[config.mk]
export PLATFORM = sky130hd
export DESIGN_NAME = prime_field_alu
export DESIGN_NICKNAME = d
export VERILOG_FILES = /design/src/hw/rtl/pfa_pkg.sv /design/src/hw/rtl/pfa_div.sv /design/src/hw/rtl/pfa_seq.sv /design/src/hw/rtl/prime_field_alu.sv
export SDC_FILE = /design/constraint.sdc
export NUM_CORES = 2
export LEC_CHECK = 0
export BUFFER_PORTS_ARGS = -buffer_cell sky130_fd_sc_hd__clkbuf_2
export CAP_MARGIN = 15
export CELL_PAD_IN_SITES_DETAIL_PLACEMENT = 0
export CELL_PAD_IN_SITES_GLOBAL_PLACEMENT = 1
export CORE_UTILIZATION = 51
export DETAILED_ROUTE_END_ITERATION = 8
export HOLD_SLACK_MARGIN = 0.06
export PLACE_DENSITY_LB_ADDON = 0.1
export SETUP_SLACK_MARGIN = 0.4
export SYNTH_ARGS = -nofsm -noshare
export SYNTH_HDL_FRONTEND = slang
export SYNTH_SLANG_ARGS = --single-unit
[constraint.sdc]
create_clock -name i_clk -period 9.65 [get_ports i_clk]
set_input_delay 1.93 -clock i_clk [delete_from_list [all_inputs] [get_ports i_clk]]
set_output_delay 1.93 -clock i_clk [all_outputs]
set_load 0.01 [all_outputs]
[src/hw/rtl/pfa_pkg.sv]
`timescale 1ns / 1ps
// ----------------------------------------------------------------------------
// Prime field ALU package
// Shared widths, codes, beat types and sequencer states.
// ----------------------------------------------------------------------------
package pfa_pkg;

    localparam int W_OPND = 16;
    localparam int W_MOD  = 17;
    localparam int W_COEF = 18;
    localparam int W_PROD = 32;
    localparam int W_CNT  = 6;

    localparam logic [W_MOD-1:0]  MOD_FULL      = 17'h10000;
    localparam logic [W_OPND-1:0] MODULUS_RESET = 16'd5;

    localparam logic [W_CNT-1:0] STEPS_OPND = 6'd16;
    localparam logic [W_CNT-1:0] STEPS_MOD  = 6'd17;
    localparam logic [W_CNT-1:0] STEPS_PROD = 6'd32;

    typedef enum logic [2:0] {
        FUNC_ADD = 3'd0,
        FUNC_SUB = 3'd1,
        FUNC_MUL = 3'd2,
        FUNC_DIV = 3'd3,
        FUNC_EQU = 3'd4
    } t_func;

    typedef struct packed {
        t_func             func;
        logic [W_OPND-1:0] operand_a;
        logic [W_OPND-1:0] operand_b;
    } t_in_item;

    typedef struct packed {
        logic [W_OPND-1:0] residue;
        logic              congruent;
        logic              no_quotient;
    } t_out_item;

    typedef struct packed {
        logic              start;
        logic [W_PROD-1:0] dividend;
        logic [W_MOD-1:0]  divisor;
        logic [W_CNT-1:0]  steps;
    } t_div_cmd;

    typedef struct packed {
        logic             done;
        logic [W_MOD-1:0] quotient;
        logic [W_MOD-1:0] remainder;
    } t_div_sts;

    typedef enum logic [4:0] {
        ST_IDLE,
        ST_RED_A,
        ST_WAIT_A,
        ST_RED_B,
        ST_WAIT_B,
        ST_EXEC,
        ST_MUL,
        ST_PRED,
        ST_RWAIT,
        ST_EUC_TEST,
        ST_EUC_WAIT,
        ST_EUC_MUL,
        ST_EUC_UPD,
        ST_GCD_DIV,
        ST_GCD_WAIT,
        ST_FIN_MUL,
        ST_DONE
    } t_state;

endpackage

[src/hw/rtl/pfa_div.sv]
`timescale 1ns / 1ps
// ----------------------------------------------------------------------------
// Prime field ALU shift-subtract divider
// Restoring division, one quotient bit per cycle, dividend left-aligned.
// ----------------------------------------------------------------------------
module pfa_div (
    input  logic              i_clk,
    input  logic              i_rst_n,
    input  pfa_pkg::t_div_cmd i_cmd,
    output pfa_pkg::t_div_sts o_sts
);
    import pfa_pkg::*;

    logic [W_MOD-1:0]  r_rem, n_rem;
    logic [W_PROD-1:0] r_num, n_num;
    logic [W_MOD-1:0]  r_dvs, n_dvs;
    logic [W_CNT-1:0]  r_cnt, n_cnt;
    logic              r_busy, n_busy;
    logic              r_done, n_done;
    logic [W_MOD:0]    trial;
    logic [W_MOD:0]    diff;
    logic              qbit;

    always_comb begin
        trial  = {r_rem, r_num[W_PROD-1]};
        diff   = trial - {1'b0, r_dvs};
        qbit   = (trial >= {1'b0, r_dvs});
        n_rem  = r_rem;
        n_num  = r_num;
        n_dvs  = r_dvs;
        n_cnt  = r_cnt;
        n_busy = r_busy;
        n_done = 1'b0;
        if (i_cmd.start) begin
            n_rem  = '0;
            n_num  = i_cmd.dividend;
            n_dvs  = i_cmd.divisor;
            n_cnt  = i_cmd.steps;
            n_busy = 1'b1;
        end else if (r_busy) begin
            n_rem = qbit ? diff[W_MOD-1:0] : trial[W_MOD-1:0];
            n_num = {r_num[W_PROD-2:0], qbit};
            n_cnt = r_cnt - 1'b1;
            if (r_cnt == 6'd1) begin
                n_busy = 1'b0;
                n_done = 1'b1;
            end
        end
    end

    always_ff @(posedge i_clk) begin
        if (!i_rst_n) begin
            r_busy <= 1'b0;
            r_done <= 1'b0;
            r_cnt  <= '0;
        end else begin
            r_busy <= n_busy;
            r_done <= n_done;
            r_cnt  <= n_cnt;
        end
    end

    always_ff @(posedge i_clk) begin
        r_rem <= n_rem;
        r_num <= n_num;
        r_dvs <= n_dvs;
    end

    assign o_sts.done      = r_done;
    assign o_sts.quotient  = r_num[W_MOD-1:0];
    assign o_sts.remainder = r_rem;

endmodule

[src/hw/rtl/pfa_seq.sv]
`timescale 1ns / 1ps
// ----------------------------------------------------------------------------
// Prime field ALU sequencer
// Operand reduction, operation dispatch, extended Euclid and final reduction.
// ----------------------------------------------------------------------------
module pfa_seq (
    input  logic               i_clk,
    input  logic               i_rst_n,
    input  logic               i_start,
    input  pfa_pkg::t_in_item  i_item,
    input  logic [15:0]        i_modulus,
    input  logic               i_take,
    output logic               o_idle,
    output logic               o_done,
    output pfa_pkg::t_out_item o_result,
    output pfa_pkg::t_div_cmd  o_div_cmd,
    input  pfa_pkg::t_div_sts  i_div_sts
);
    import pfa_pkg::*;

    t_state r_state, n_state;

    t_func                     r_func, n_func;
    logic [W_OPND-1:0]         r_a, n_a;
    logic [W_OPND-1:0]         r_b, n_b;
    logic [W_MOD-1:0]          r_m, n_m;
    logic [W_MOD-1:0]          r_r0, n_r0;
    logic [W_MOD-1:0]          r_r1, n_r1;
    logic signed [W_COEF-1:0]  r_t0, n_t0;
    logic signed [W_COEF-1:0]  r_t1, n_t1;
    logic [W_MOD-1:0]          r_q, n_q;
    logic signed [2*W_COEF-1:0] r_prod, n_prod;
    logic [W_OPND-1:0]         r_res, n_res;
    logic                      r_cong, n_cong;
    logic                      r_noq, n_noq;

    logic signed [W_COEF-1:0]   t1_neg;
    logic [W_MOD-1:0]           mod_n;
    logic signed [W_COEF-1:0]   t0_wrap;
    logic [W_MOD-1:0]           add_sum;
    logic [W_MOD-1:0]           sub_wrap;
    logic signed [W_COEF-1:0]   mul_x, mul_y;
    logic signed [2*W_COEF-1:0] mul_p;

    always_comb begin
        t1_neg  = -r_t1;
        mod_n   = r_t1[W_COEF-1] ? t1_neg[W_MOD-1:0] : r_t1[W_MOD-1:0];
        t0_wrap = r_t0[W_COEF-1] ? r_t0 + $signed({1'b0, mod_n}) : r_t0;
        add_sum = {1'b0, r_a} + {1'b0, r_b};
        sub_wrap = {1'b0, r_a} + r_m - {1'b0, r_b};
    end

    always_comb begin
        case (r_state)
            ST_MUL: begin
                mul_x = $signed({2'b00, r_a});
                mul_y = $signed({2'b00, r_b});
            end
            ST_EUC_MUL: begin
                mul_x = $signed({1'b0, r_q});
                mul_y = r_t1;
            end
            ST_FIN_MUL: begin
                mul_x = $signed({1'b0, r_q});
                mul_y = t0_wrap;
            end
            default: begin
                mul_x = '0;
                mul_y = '0;
            end
        endcase
        mul_p = mul_x * mul_y;
    end

    always_comb begin
        n_state = r_state;
        case (r_state)
            ST_IDLE:     if (i_start) n_state = ST_RED_A;
            ST_RED_A:    n_state = ST_WAIT_A;
            ST_WAIT_A:   if (i_div_sts.done) n_state = ST_RED_B;
            ST_RED_B:    n_state = ST_WAIT_B;
            ST_WAIT_B:   if (i_div_sts.done) n_state = ST_EXEC;
            ST_EXEC: begin
                case (r_func)
                    FUNC_MUL: n_state = ST_MUL;
                    FUNC_DIV: n_state = ST_EUC_TEST;
                    default:  n_state = ST_DONE;
                endcase
            end
            ST_MUL:      n_state = ST_PRED;
            ST_PRED:     n_state = ST_RWAIT;
            ST_RWAIT:    if (i_div_sts.done) n_state = ST_DONE;
            ST_EUC_TEST: n_state = (r_r1 == '0) ? ST_GCD_DIV : ST_EUC_WAIT;
            ST_EUC_WAIT: if (i_div_sts.done) n_state = ST_EUC_MUL;
            ST_EUC_MUL:  n_state = ST_EUC_UPD;
            ST_EUC_UPD:  n_state = ST_EUC_TEST;
            ST_GCD_DIV:  n_state = ST_GCD_WAIT;
            ST_GCD_WAIT: begin
                if (i_div_sts.done) begin
                    n_state = (i_div_sts.remainder != '0) ? ST_DONE : ST_FIN_MUL;
                end
            end
            ST_FIN_MUL:  n_state = ST_PRED;
            ST_DONE:     if (i_take) n_state = ST_IDLE;
            default:     n_state = ST_IDLE;
        endcase
    end

    always_comb begin
        n_func = r_func;
        n_a    = r_a;
        n_b    = r_b;
        n_m    = r_m;
        n_r0   = r_r0;
        n_r1   = r_r1;
        n_t0   = r_t0;
        n_t1   = r_t1;
        n_q    = r_q;
        n_prod = r_prod;
        n_res  = r_res;
        n_cong = r_cong;
        n_noq  = r_noq;
        o_div_cmd = '0;
        case (r_state)
            ST_IDLE: begin
                if (i_start) begin
                    n_func = i_item.func;
                    n_a    = i_item.operand_a;
                    n_b    = i_item.operand_b;
                    n_m    = (i_modulus == '0) ? MOD_FULL : {1'b0, i_modulus};
                end
            end
            ST_RED_A: begin
                o_div_cmd.start    = 1'b1;
                o_div_cmd.dividend = {r_a, {W_OPND{1'b0}}};
                o_div_cmd.divisor  = r_m;
                o_div_cmd.steps    = STEPS_OPND;
            end
            ST_WAIT_A: begin
                if (i_div_sts.done) n_a = i_div_sts.remainder[W_OPND-1:0];
            end
            ST_RED_B: begin
                o_div_cmd.start    = 1'b1;
                o_div_cmd.dividend = {r_b, {W_OPND{1'b0}}};
                o_div_cmd.divisor  = r_m;
                o_div_cmd.steps    = STEPS_OPND;
            end
            ST_WAIT_B: begin
                if (i_div_sts.done) n_b = i_div_sts.remainder[W_OPND-1:0];
            end
            ST_EXEC: begin
                n_res  = '0;
                n_cong = 1'b0;
                n_noq  = 1'b0;
                case (r_func)
                    FUNC_ADD: begin
                        n_res = (add_sum >= r_m) ? W_OPND'(add_sum - r_m)
                                                 : add_sum[W_OPND-1:0];
                    end
                    FUNC_SUB: begin
                        n_res = (r_a >= r_b) ? r_a - r_b : sub_wrap[W_OPND-1:0];
                    end
                    FUNC_EQU: n_cong = (r_a == r_b);
                    FUNC_DIV: begin
                        n_r0 = r_m;
                        n_r1 = {1'b0, r_b};
                        n_t0 = '0;
                        n_t1 = {{(W_COEF-1){1'b0}}, 1'b1};
                    end
                    default: n_res = '0;
                endcase
            end
            ST_MUL:     n_prod = mul_p;
            ST_PRED: begin
                o_div_cmd.start    = 1'b1;
                o_div_cmd.dividend = r_prod[W_PROD-1:0];
                o_div_cmd.divisor  = (r_func == FUNC_DIV) ? mod_n : r_m;
                o_div_cmd.steps    = STEPS_PROD;
            end
            ST_RWAIT: begin
                if (i_div_sts.done) n_res = i_div_sts.remainder[W_OPND-1:0];
            end
            ST_EUC_TEST: begin
                if (r_r1 != '0) begin
                    o_div_cmd.start    = 1'b1;
                    o_div_cmd.dividend = {r_r0, {(W_PROD-W_MOD){1'b0}}};
                    o_div_cmd.divisor  = r_r1;
                    o_div_cmd.steps    = STEPS_MOD;
                end
            end
            ST_EUC_WAIT: begin
                if (i_div_sts.done) begin
                    n_q  = i_div_sts.quotient;
                    n_r0 = r_r1;
                    n_r1 = i_div_sts.remainder;
                end
            end
            ST_EUC_MUL: n_prod = mul_p;
            ST_EUC_UPD: begin
                n_t0 = r_t1;
                n_t1 = r_t0 - $signed(r_prod[W_COEF-1:0]);
            end
            ST_GCD_DIV: begin
                o_div_cmd.start    = 1'b1;
                o_div_cmd.dividend = {r_a, {W_OPND{1'b0}}};
                o_div_cmd.divisor  = r_r0;
                o_div_cmd.steps    = STEPS_OPND;
            end
            ST_GCD_WAIT: begin
                if (i_div_sts.done) begin
                    if (i_div_sts.remainder != '0) begin
                        n_noq = 1'b1;
                    end else begin
                        n_q = i_div_sts.quotient;
                    end
                end
            end
            ST_FIN_MUL: n_prod = mul_p;
            default: n_res = r_res;
        endcase
    end

    always_ff @(posedge i_clk) begin
        if (!i_rst_n) begin
            r_state <= ST_IDLE;
        end else begin
            r_state <= n_state;
        end
    end

    always_ff @(posedge i_clk) begin
        r_func <= n_func;
        r_a    <= n_a;
        r_b    <= n_b;
        r_m    <= n_m;
        r_r0   <= n_r0;
        r_r1   <= n_r1;
        r_t0   <= n_t0;
        r_t1   <= n_t1;
        r_q    <= n_q;
        r_prod <= n_prod;
        r_res  <= n_res;
        r_cong <= n_cong;
        r_noq  <= n_noq;
    end

    assign o_idle                = (r_state == ST_IDLE);
    assign o_done                = (r_state == ST_DONE);
    assign o_result.residue      = r_res;
    assign o_result.congruent    = r_cong;
    assign o_result.no_quotient  = r_noq;

endmodule

[src/hw/rtl/prime_field_alu.sv]
`timescale 1ns / 1ps
// ----------------------------------------------------------------------------
// Prime field ALU
// Add, subtract, multiply, divide and congruence test modulo a set modulus.
// ----------------------------------------------------------------------------
// One item is in flight at a time; the input is ready again once the result
// has moved into the output register. Both operands are first reduced by the
// shared shift-subtract divider at one bit per cycle, after which add, subtract
// and equal finish. Multiply then forms the product and gives it a 32-bit
// reduction. Divide runs extended Euclid on the modulus and divisor, one
// divider pass per quotient step, then checks exactness and does the final
// reduction. A modulus of zero counts as 65536.
// ----------------------------------------------------------------------------
module prime_field_alu (
    input  logic               i_clk,
    input  logic               i_rst_n,
    input  logic               i_in_valid,
    output logic               o_in_ready,
    input  pfa_pkg::t_in_item  i_in_data,
    output logic               o_out_valid,
    input  logic               i_out_ready,
    output pfa_pkg::t_out_item o_out_data,
    input  logic               i_cfg_we,
    input  logic [15:0]        i_cfg_wdata
);
    import pfa_pkg::*;

    logic [W_OPND-1:0] r_modulus;
    logic              r_out_valid;
    t_out_item         r_out_data;

    logic      in_beat;
    logic      seq_idle;
    logic      seq_done;
    logic      seq_take;
    t_out_item seq_result;
    t_div_cmd  div_cmd;
    t_div_sts  div_sts;

    assign in_beat  = i_in_valid && o_in_ready;
    assign seq_take = seq_done && (!r_out_valid || i_out_ready);

    pfa_seq u_seq (
        .i_clk     (i_clk),
        .i_rst_n   (i_rst_n),
        .i_start   (in_beat),
        .i_item    (i_in_data),
        .i_modulus (r_modulus),
        .i_take    (seq_take),
        .o_idle    (seq_idle),
        .o_done    (seq_done),
        .o_result  (seq_result),
        .o_div_cmd (div_cmd),
        .i_div_sts (div_sts)
    );

    pfa_div u_div (
        .i_clk   (i_clk),
        .i_rst_n (i_rst_n),
        .i_cmd   (div_cmd),
        .o_sts   (div_sts)
    );

    always_ff @(posedge i_clk) begin
        if (!i_rst_n) begin
            r_modulus   <= MODULUS_RESET;
            r_out_valid <= 1'b0;
        end else begin
            if (i_cfg_we) begin
                r_modulus <= i_cfg_wdata;
            end
            if (seq_take) begin
                r_out_valid <= 1'b1;
            end else if (i_out_ready) begin
                r_out_valid <= 1'b0;
            end
        end
    end

    always_ff @(posedge i_clk) begin
        if (seq_take) begin
            r_out_data <= seq_result;
        end
    end

    assign o_in_ready  = seq_idle;
    assign o_out_valid = r_out_valid;
    assign o_out_data  = r_out_data;

`ifndef NO_ASSERTIONS
    a_busy_after_beat: assert property (@(posedge i_clk) disable iff (!i_rst_n)
        in_beat |=> !o_in_ready)
        else $error("input accepted while an item is in flight");

    a_flags_exclusive: assert property (@(posedge i_clk) disable iff (!i_rst_n)
        o_out_valid |-> !(o_out_data.congruent && o_out_data.no_quotient))
        else $error("congruent and no_quotient both set");

    a_congruent_zero: assert property (@(posedge i_clk) disable iff (!i_rst_n)
        (o_out_valid && o_out_data.congruent) |-> (o_out_data.residue == '0))
        else $error("congruent result with non-zero residue");

    a_residue_range: assert property (@(posedge i_clk) disable iff (!i_rst_n)
        (o_out_valid && r_modulus != '0) |-> (o_out_data.residue < r_modulus))
        else $error("residue not below modulus");
`endif

endmodule
Word-level counts from Yosys, hierarchy flattened

Index checks and enable logic that the tools add are counted.

Bits in read-only memories: 0
Register bits: 303
Output and inout port bits: 20
Memories: 0
Bits in latches: 0
RAM bits: 0

Reductions and logical operators: 32
Div/mod/pow operators: 0
Add/subtract/negate cells: 10
Bitwise logic cells: 2
Mux-type cells: 56
Eq/ne operators: 32
Magnitude comparators: 3
Shift operators: 0
Multiply operators: 1

Operator list:

| cell                 | count |
|---|---|
| $pmux W56 S5         | 1 |
| $mux W17             | 11 |
| $pmux W17 S2         | 4 |
| $pmux W16 S2         | 4 |
| $mux W16             | 5 |
| $pmux W5 S16         | 1 |
| $pmux W18 S2         | 2 |
| $mux W32             | 2 |
| $mux W56             | 1 |
| $mux W18             | 3 |
| $pmux W18 S3         | 1 |
| $sub A16 B16 Y16     | 3 |
| $eq A5 B4 Y1 const B | 8 |
| $mux W5              | 8 |
| $reduce_bool A17 Y1  | 2 |
| $mul A18 B18 Y32     | 1 |
| $eq A5 B3 Y1 const B | 4 |
| $add A18 B18 Y18     | 1 |
| $ge A18 B17 Y1       | 1 |
| $ne A2 B1 Y1 const B | 9 |
| $reduce_bool A2 Y1   | 9 |
| $sub A18 B18 Y18     | 1 |
| $add A16 B16 Y17     | 1 |
| $ge A17 B17 Y1       | 1 |
| 33 further kinds     | 52 |

Longest topological paths before layout

Word-level depth: 6
Gate-level depth with buffers: 37
Mapped depth without buffers: 36

Modules after synthesis

Synthesis repeated with hierarchy kept, for this count alone.

Cells, all modules: 3098
Area total of the unflattened synthesis: 29425.7 µm²

By module, submodules not included:

| module          | area an instance (µm²) | cells an instance | instances | sequential area each (µm²) |
|---|---|---|---|---|
| pfa_seq         | 24179.4                | 2650              | 1         | 5775.5 |
| pfa_div         | 4047.6                 | 374               | 1         | 1971.9 |
| prime_field_alu | 1198.6                 | 74                | 1         | 880.8 |

Worst setup path before layout

Ideal clock, no wire load.

Path kind: register to register
Start: register u_seq.r_t1[8]
End: register u_seq.r_prod[28] (data pin)
Data arrival time: 8.024 ns
Cell stages (with the launch flop): 33
Required time: 9.387 ns
Path slack: 1.363 ns
Path buffers: 0
Path through: edfxtp_1 or3_1 or4_1 or4_1 nand2_1 xnor2_1 ha_1 nand3_1 o31ai_1 a21oi_1 xnor2_1 mux2i_1 a21oi_1 nand2_1 fa_1 fa_1 inv_1 fa_1 fa_1 fa_1 inv_1 fa_1 inv_1 ha_1 a21oi_1 nor2b_1 o21a_1 o31ai_1 o2111ai_1 a31oi_1 o21ai_0 a21oi_1 xnor2_1

Word-level cells in the longest chain between the ends: 6

RTL lines:

| what                      | RTL line       | text |
|---|---|---|
| start, declared           | pfa_seq.sv:30  | `logic signed [W_COEF-1:0] r_t1, n_t1;` |
| start signal, assigned    | pfa_seq.sv:239 | `r_t1 <= n_t1;` |
| $neg A17 Y17              | pfa_seq.sv:46  | `t1_neg = -r_t1;` |
| $mux W17                  | pfa_seq.sv:47  | `mod_n = r_t1[W_COEF-1] ? t1_neg[W_MOD-1:0] : r_t1[W_MOD-1:0];` |
| $add A18 B18 Y18          | pfa_seq.sv:48  | `t0_wrap = r_t0[W_COEF-1] ? r_t0 + $signed({1'b0, mod_n}) : r_t0;` |
| $mux W18                  | pfa_seq.sv:48  |  |
| $pmux W18 S3 (*)          | pfa_seq.sv:54  | `case (r_state)` |
| $mul A18 B18 Y32 (*)      | pfa_seq.sv:72  | `mul_p = mul_x * mul_y;` |
| named net u_seq.mul_p[28] | pfa_seq.sv:43  | `logic signed [2*W_COEF-1:0] mul_p;` |
| end signal, assigned      | pfa_seq.sv:241 | `r_prod <= n_prod;` |
| end, declared             | pfa_seq.sv:32  | `logic signed [2*W_COEF-1:0] r_prod, n_prod;` |

Mark *: on every way through the listed nets, which the timed path passes. The rest lies on a longest branch.
A chain may end at the register's enable or synchronous reset.

Worst setup path after layout

Same ends and word-level chain as after synthesis.

==> results.py <==
metrics = {
    "placed_design": {
        "place_hpwl_mm": 78.1,
        "place.gp.congestion": 0.966,
        "place_area_um2": 30400,
        "pre_cts_slack_ns": 0.158,
        "port_buffers": 75,
    },
    "cells_and_area": {
        "diodes": 0,
        "finalInstanceArea_um2": 31700,
        "drive_gt1_share_pct": 8.71,
        "final_nets": 3720,
        "ff_latch_area_um2": 8630,
        "area_growth_pct": 8.82,
        "n_fill_cell": 5167,
        "multiInputGateArea_um2": 18400,
    },
    "power": {
        "p_per_area_nw_per_um2": 225,
        "leakage_nw": 13.8,
        "p_comb_share_pct": 52.1,
        "internal_power_w": 0.00399,
        "p_sw_share_pct": 44.2,
        "power_frac_seq_pct": 29.8,
        "ir_drop_mv": 0.208,
        "clkPwrFrac_pct": 18.1,
        "switchingPower_w": 0.00315,
    },
    "synthesis": {
        "synth-edff-count": 256,
        "netlist_area_um2": 29200,
        "syn_area_per_cell_um2": 9.30,
        "yosysWarnings": 0,
        "synth_area_leaders": "edfxtp_1 26%, fa_1 18%, ha_1 9.7%, inv_1 6.0%, nand2_1 5.4%",
        "synthTopCellsByCount": "464 x inv_1, 419 x nand2_1, 260 x fa_1, 256 x edfxtp_1, 229 x nor2_1",
        "synth_top_cell_area_share_pct": 26.4,
        "synth_most_common_cell": "inv_1",
        "ys_seq_elements": 303,
        "synth.net_count": 3678,
        "seq_area_frac_synth_pct": 29.6,
        "async_reset_ff_share_pct": 0,
        "syn_inst": 3136,
        "synthFlopType": "edfxtp_1",
        "yosysTopAreaCell": "edfxtp_1",
        "synth_cell_types": 84,
    },
    "sta": {
        "finalCritPeriodShare_pct": 91.9,
        "rsz0062_at_grt": "no",
        "slew_headroom_pct": 20.9,
        "max_freq_ghz": 0.113,
        "hold_viol_final": 0,
        "drv_slew": 0,
        "period_needed_ns": 8.87,
        "finalWorstSetupSlack_ns": 0.782,
        "worst_pin_slew_ns": 1.19,
        "finalSetupViolCount": 0,
        "fin_skew_ns": 0.0230,
        "fin_tns_setup_ns": 0,
        "finalHoldWorstSlack_ns": 0.419,
    },
    "routing": {
        "viasPerCell": 5.98,
        "ant_nets": 0,
        "vias": 23700,
        "drtIter0Drc": 2294,
        "dr.pass1.iters": 9,
        "drc": 0,
        "wl_mm": 98.3,
        "drt-wirelength-per-cell_um": 24.8,
    },
    "clocking": {
        "clkSinkCount": 303,
        "clock_latency_ns": 0.56,
        "holdBufCountCts": 0,
        "cts_made_buffers": 35,
        "clk_pin_slew_ns": 0.06,
        "cts_buffer_depth": 3,
        "cts-root-buf": "clkbuf_16",
        "cts_tree": "built",
        "htreeDepth": 2,
    },
    "hold_path": {
        "hold_class": "reg -> reg",
    },
    "global_route": {
        "grt_pass1_vias": 23500,
        "grt_pass1_wl_mm": 146,
        "grt_overflow_total": 0,
        "antenna_found_initial": 2,
        "grt_max_degree": 66,
        "track_usage_pct": 34.2,
    },
    "worst_setup_path": {
        "path_max_fanout": 5,
        "cp_slowest_stage_delay_ns": 0.58,
        "start_kind": "register",
        "slowest_stage": "or4_1",
        "timing_worst_setup_path_type": "reg -> reg",
        "worstPathArrival_ns": 9.15,
        "path_common_cell": "fa_1",
        "cp-end-kind": "register",
        "cp_data_required_time_ns": 9.93,
    },
    "status": {
        "status": "complete, no violations",
    },
    "floorplan": {
        "core_area_um2": 56400,
        "ioPinCount": 76,
        "die_h_um": 241,
        "die_w_um": 241,
        "initial_core_util_pct": 51.7,
        "rows": 87,
        "die_area_um2": 58100,
    },
    "run": {
        "max-cap-violations": 0,
    },
}
==> power groups by stage <==
| stage | logic, W | registers (W) | clock network [W] |
|---|---|---|---|
| after floorplan | 0.00278 | 0.00192 | 0 |
| after global placement | 0.00360 | 0.00214 | 0 |
| after detailed placement | 0.00365 | 0.00214 | 0 |
| after CTS | 0.00367 | 0.00211 | 0.00131 |
| after global routing | 0.00407 | 0.00213 | 0.00136 |
| final | 0.00372 | 0.00213 | 0.00129 |
==> worst paths after layout <==
path	from	endpoint	slack (ns)	depth (start not counted)
worst max register to register	u_seq.r_t1[8]$_SDFFCE_PN0P_	u_seq.r_prod[28]$_DFFE_PP_	0.78	32
worst min-delay path	u_seq.r_res[12]$_DFFE_PP_	o_out_data[14]$_DFFE_PP_	0.42	0
worst min register to register	u_seq.r_res[12]$_DFFE_PP_	o_out_data[14]$_DFFE_PP_	0.42	0
worst max-delay path	u_seq.r_t1[8]$_SDFFCE_PN0P_	u_seq.r_prod[28]$_DFFE_PP_	0.78	32
==> registers in the layout, summed over array words and instances, names as in the netlist, 17 cells and up <==
signal        flops
u_seq.r_t0       18
u_seq.r_r0       17
u_seq.r_prod     32
u_div.r_dvs      17
u_seq.r_r1       17
o_out_data       18
u_seq.r_q        17
u_seq.r_t1       18
u_div.r_rem      17
u_div.r_num      32
u_seq.r_m        17
==> per-stage QoR <==
stage,utilization (%),instances,total power (W)
detailed placement,53.9,3884,0.00579
floorplan,-,3136,0.00470
global route,56.3,3959,0.00756
finish,56.3,3959,0.00714
global placement,53.9,3884,0.00574
CTS,55.9,3946,0.00710
==> cell usage in the layout, fill, tap and decap left out, types with 24 or more instances in the layout <==
cell / synthesis / layout
a21o_1: 37 / 36
a21oi_1: 142 / 139
a222oi_1: 31 / 31
a22o_1: 25 / 24
a31oi_1: 32 / 32
and2_1: 39 / 39
buf_4: 3 / 63
clkbuf_16: 0 / 36
clkbuf_2: 0 / 76
dfxtp_1: 47 / 47
edfxtp_1: 256 / 256
fa_1: 260 / 260
ha_1: 226 / 226
inv_1: 464 / 464
mux2_2: 38 / 38
mux2i_1: 49 / 49
nand2_1: 419 / 416
nand3_1: 29 / 29
nor2_1: 229 / 228
nor2b_1: 43 / 39
nor3_1: 37 / 34
o21a_1: 35 / 35
o21ai_0: 139 / 134
xnor2_1: 106 / 105
xor2_1: 28 / 28
==> routing by layer <==
metal | track usage [%] | share of wire, %
met2 | 58.2 | 48
met3 | 5.30 | 7.5
met4 | 15.6 | 5.0
met5 | 0 | 0.026
met1 | 42.9 | 39
==> repair_timing <==
| item | CTS | global route |
|---|---|---|
| hold endpoints to repair | 0 | 0 |
| endpoints found under the setup margin | 5 | 10 |
| setup buffers | 0 | 12 |
| gates resized for setup | 2 | 30 |
| pin swaps | 0 | 1 |
==> worst max-delay path, delay by kind of cell (launching register included) <==
family	cells	cell delay (ns)
fa+ha+maj	8	3.69
compound gates	10	1.97
simple gates	7	1.91
flops	1	0.45
xor+xnor	3	0.31
buf+inv	3	0.14
mux	1	0.13
==> kinds of logic after synthesis <==
group | Yosys count | synth area share [%]
and+or+nand+nor | 911 | 13.9
buffers and inverters | 603 | 7.90
DFF | 303 | 29.6
adders and majority gates | 486 | 27.6
xor gates and xnor gates | 134 | 4.03
muxes | 87 | 3.15
AOI/OAI and AO/OA | 612 | 13.9
==> area by class of cell <==
| type | instances | share of cell area, % |
|---|---|---|
| multi-input combinational | 2230 | 58.0 |
| sequential | 303 | 27.2 |
| inverter | 466 | 5.51 |
| clock buffer | 48 | 3.02 |
| tap | 756 | 2.98 |
| timing repair buffer | 142 | 2.87 |
| clock inverter | 14 | 0.375 |
(Power assumes the default switching activity.)
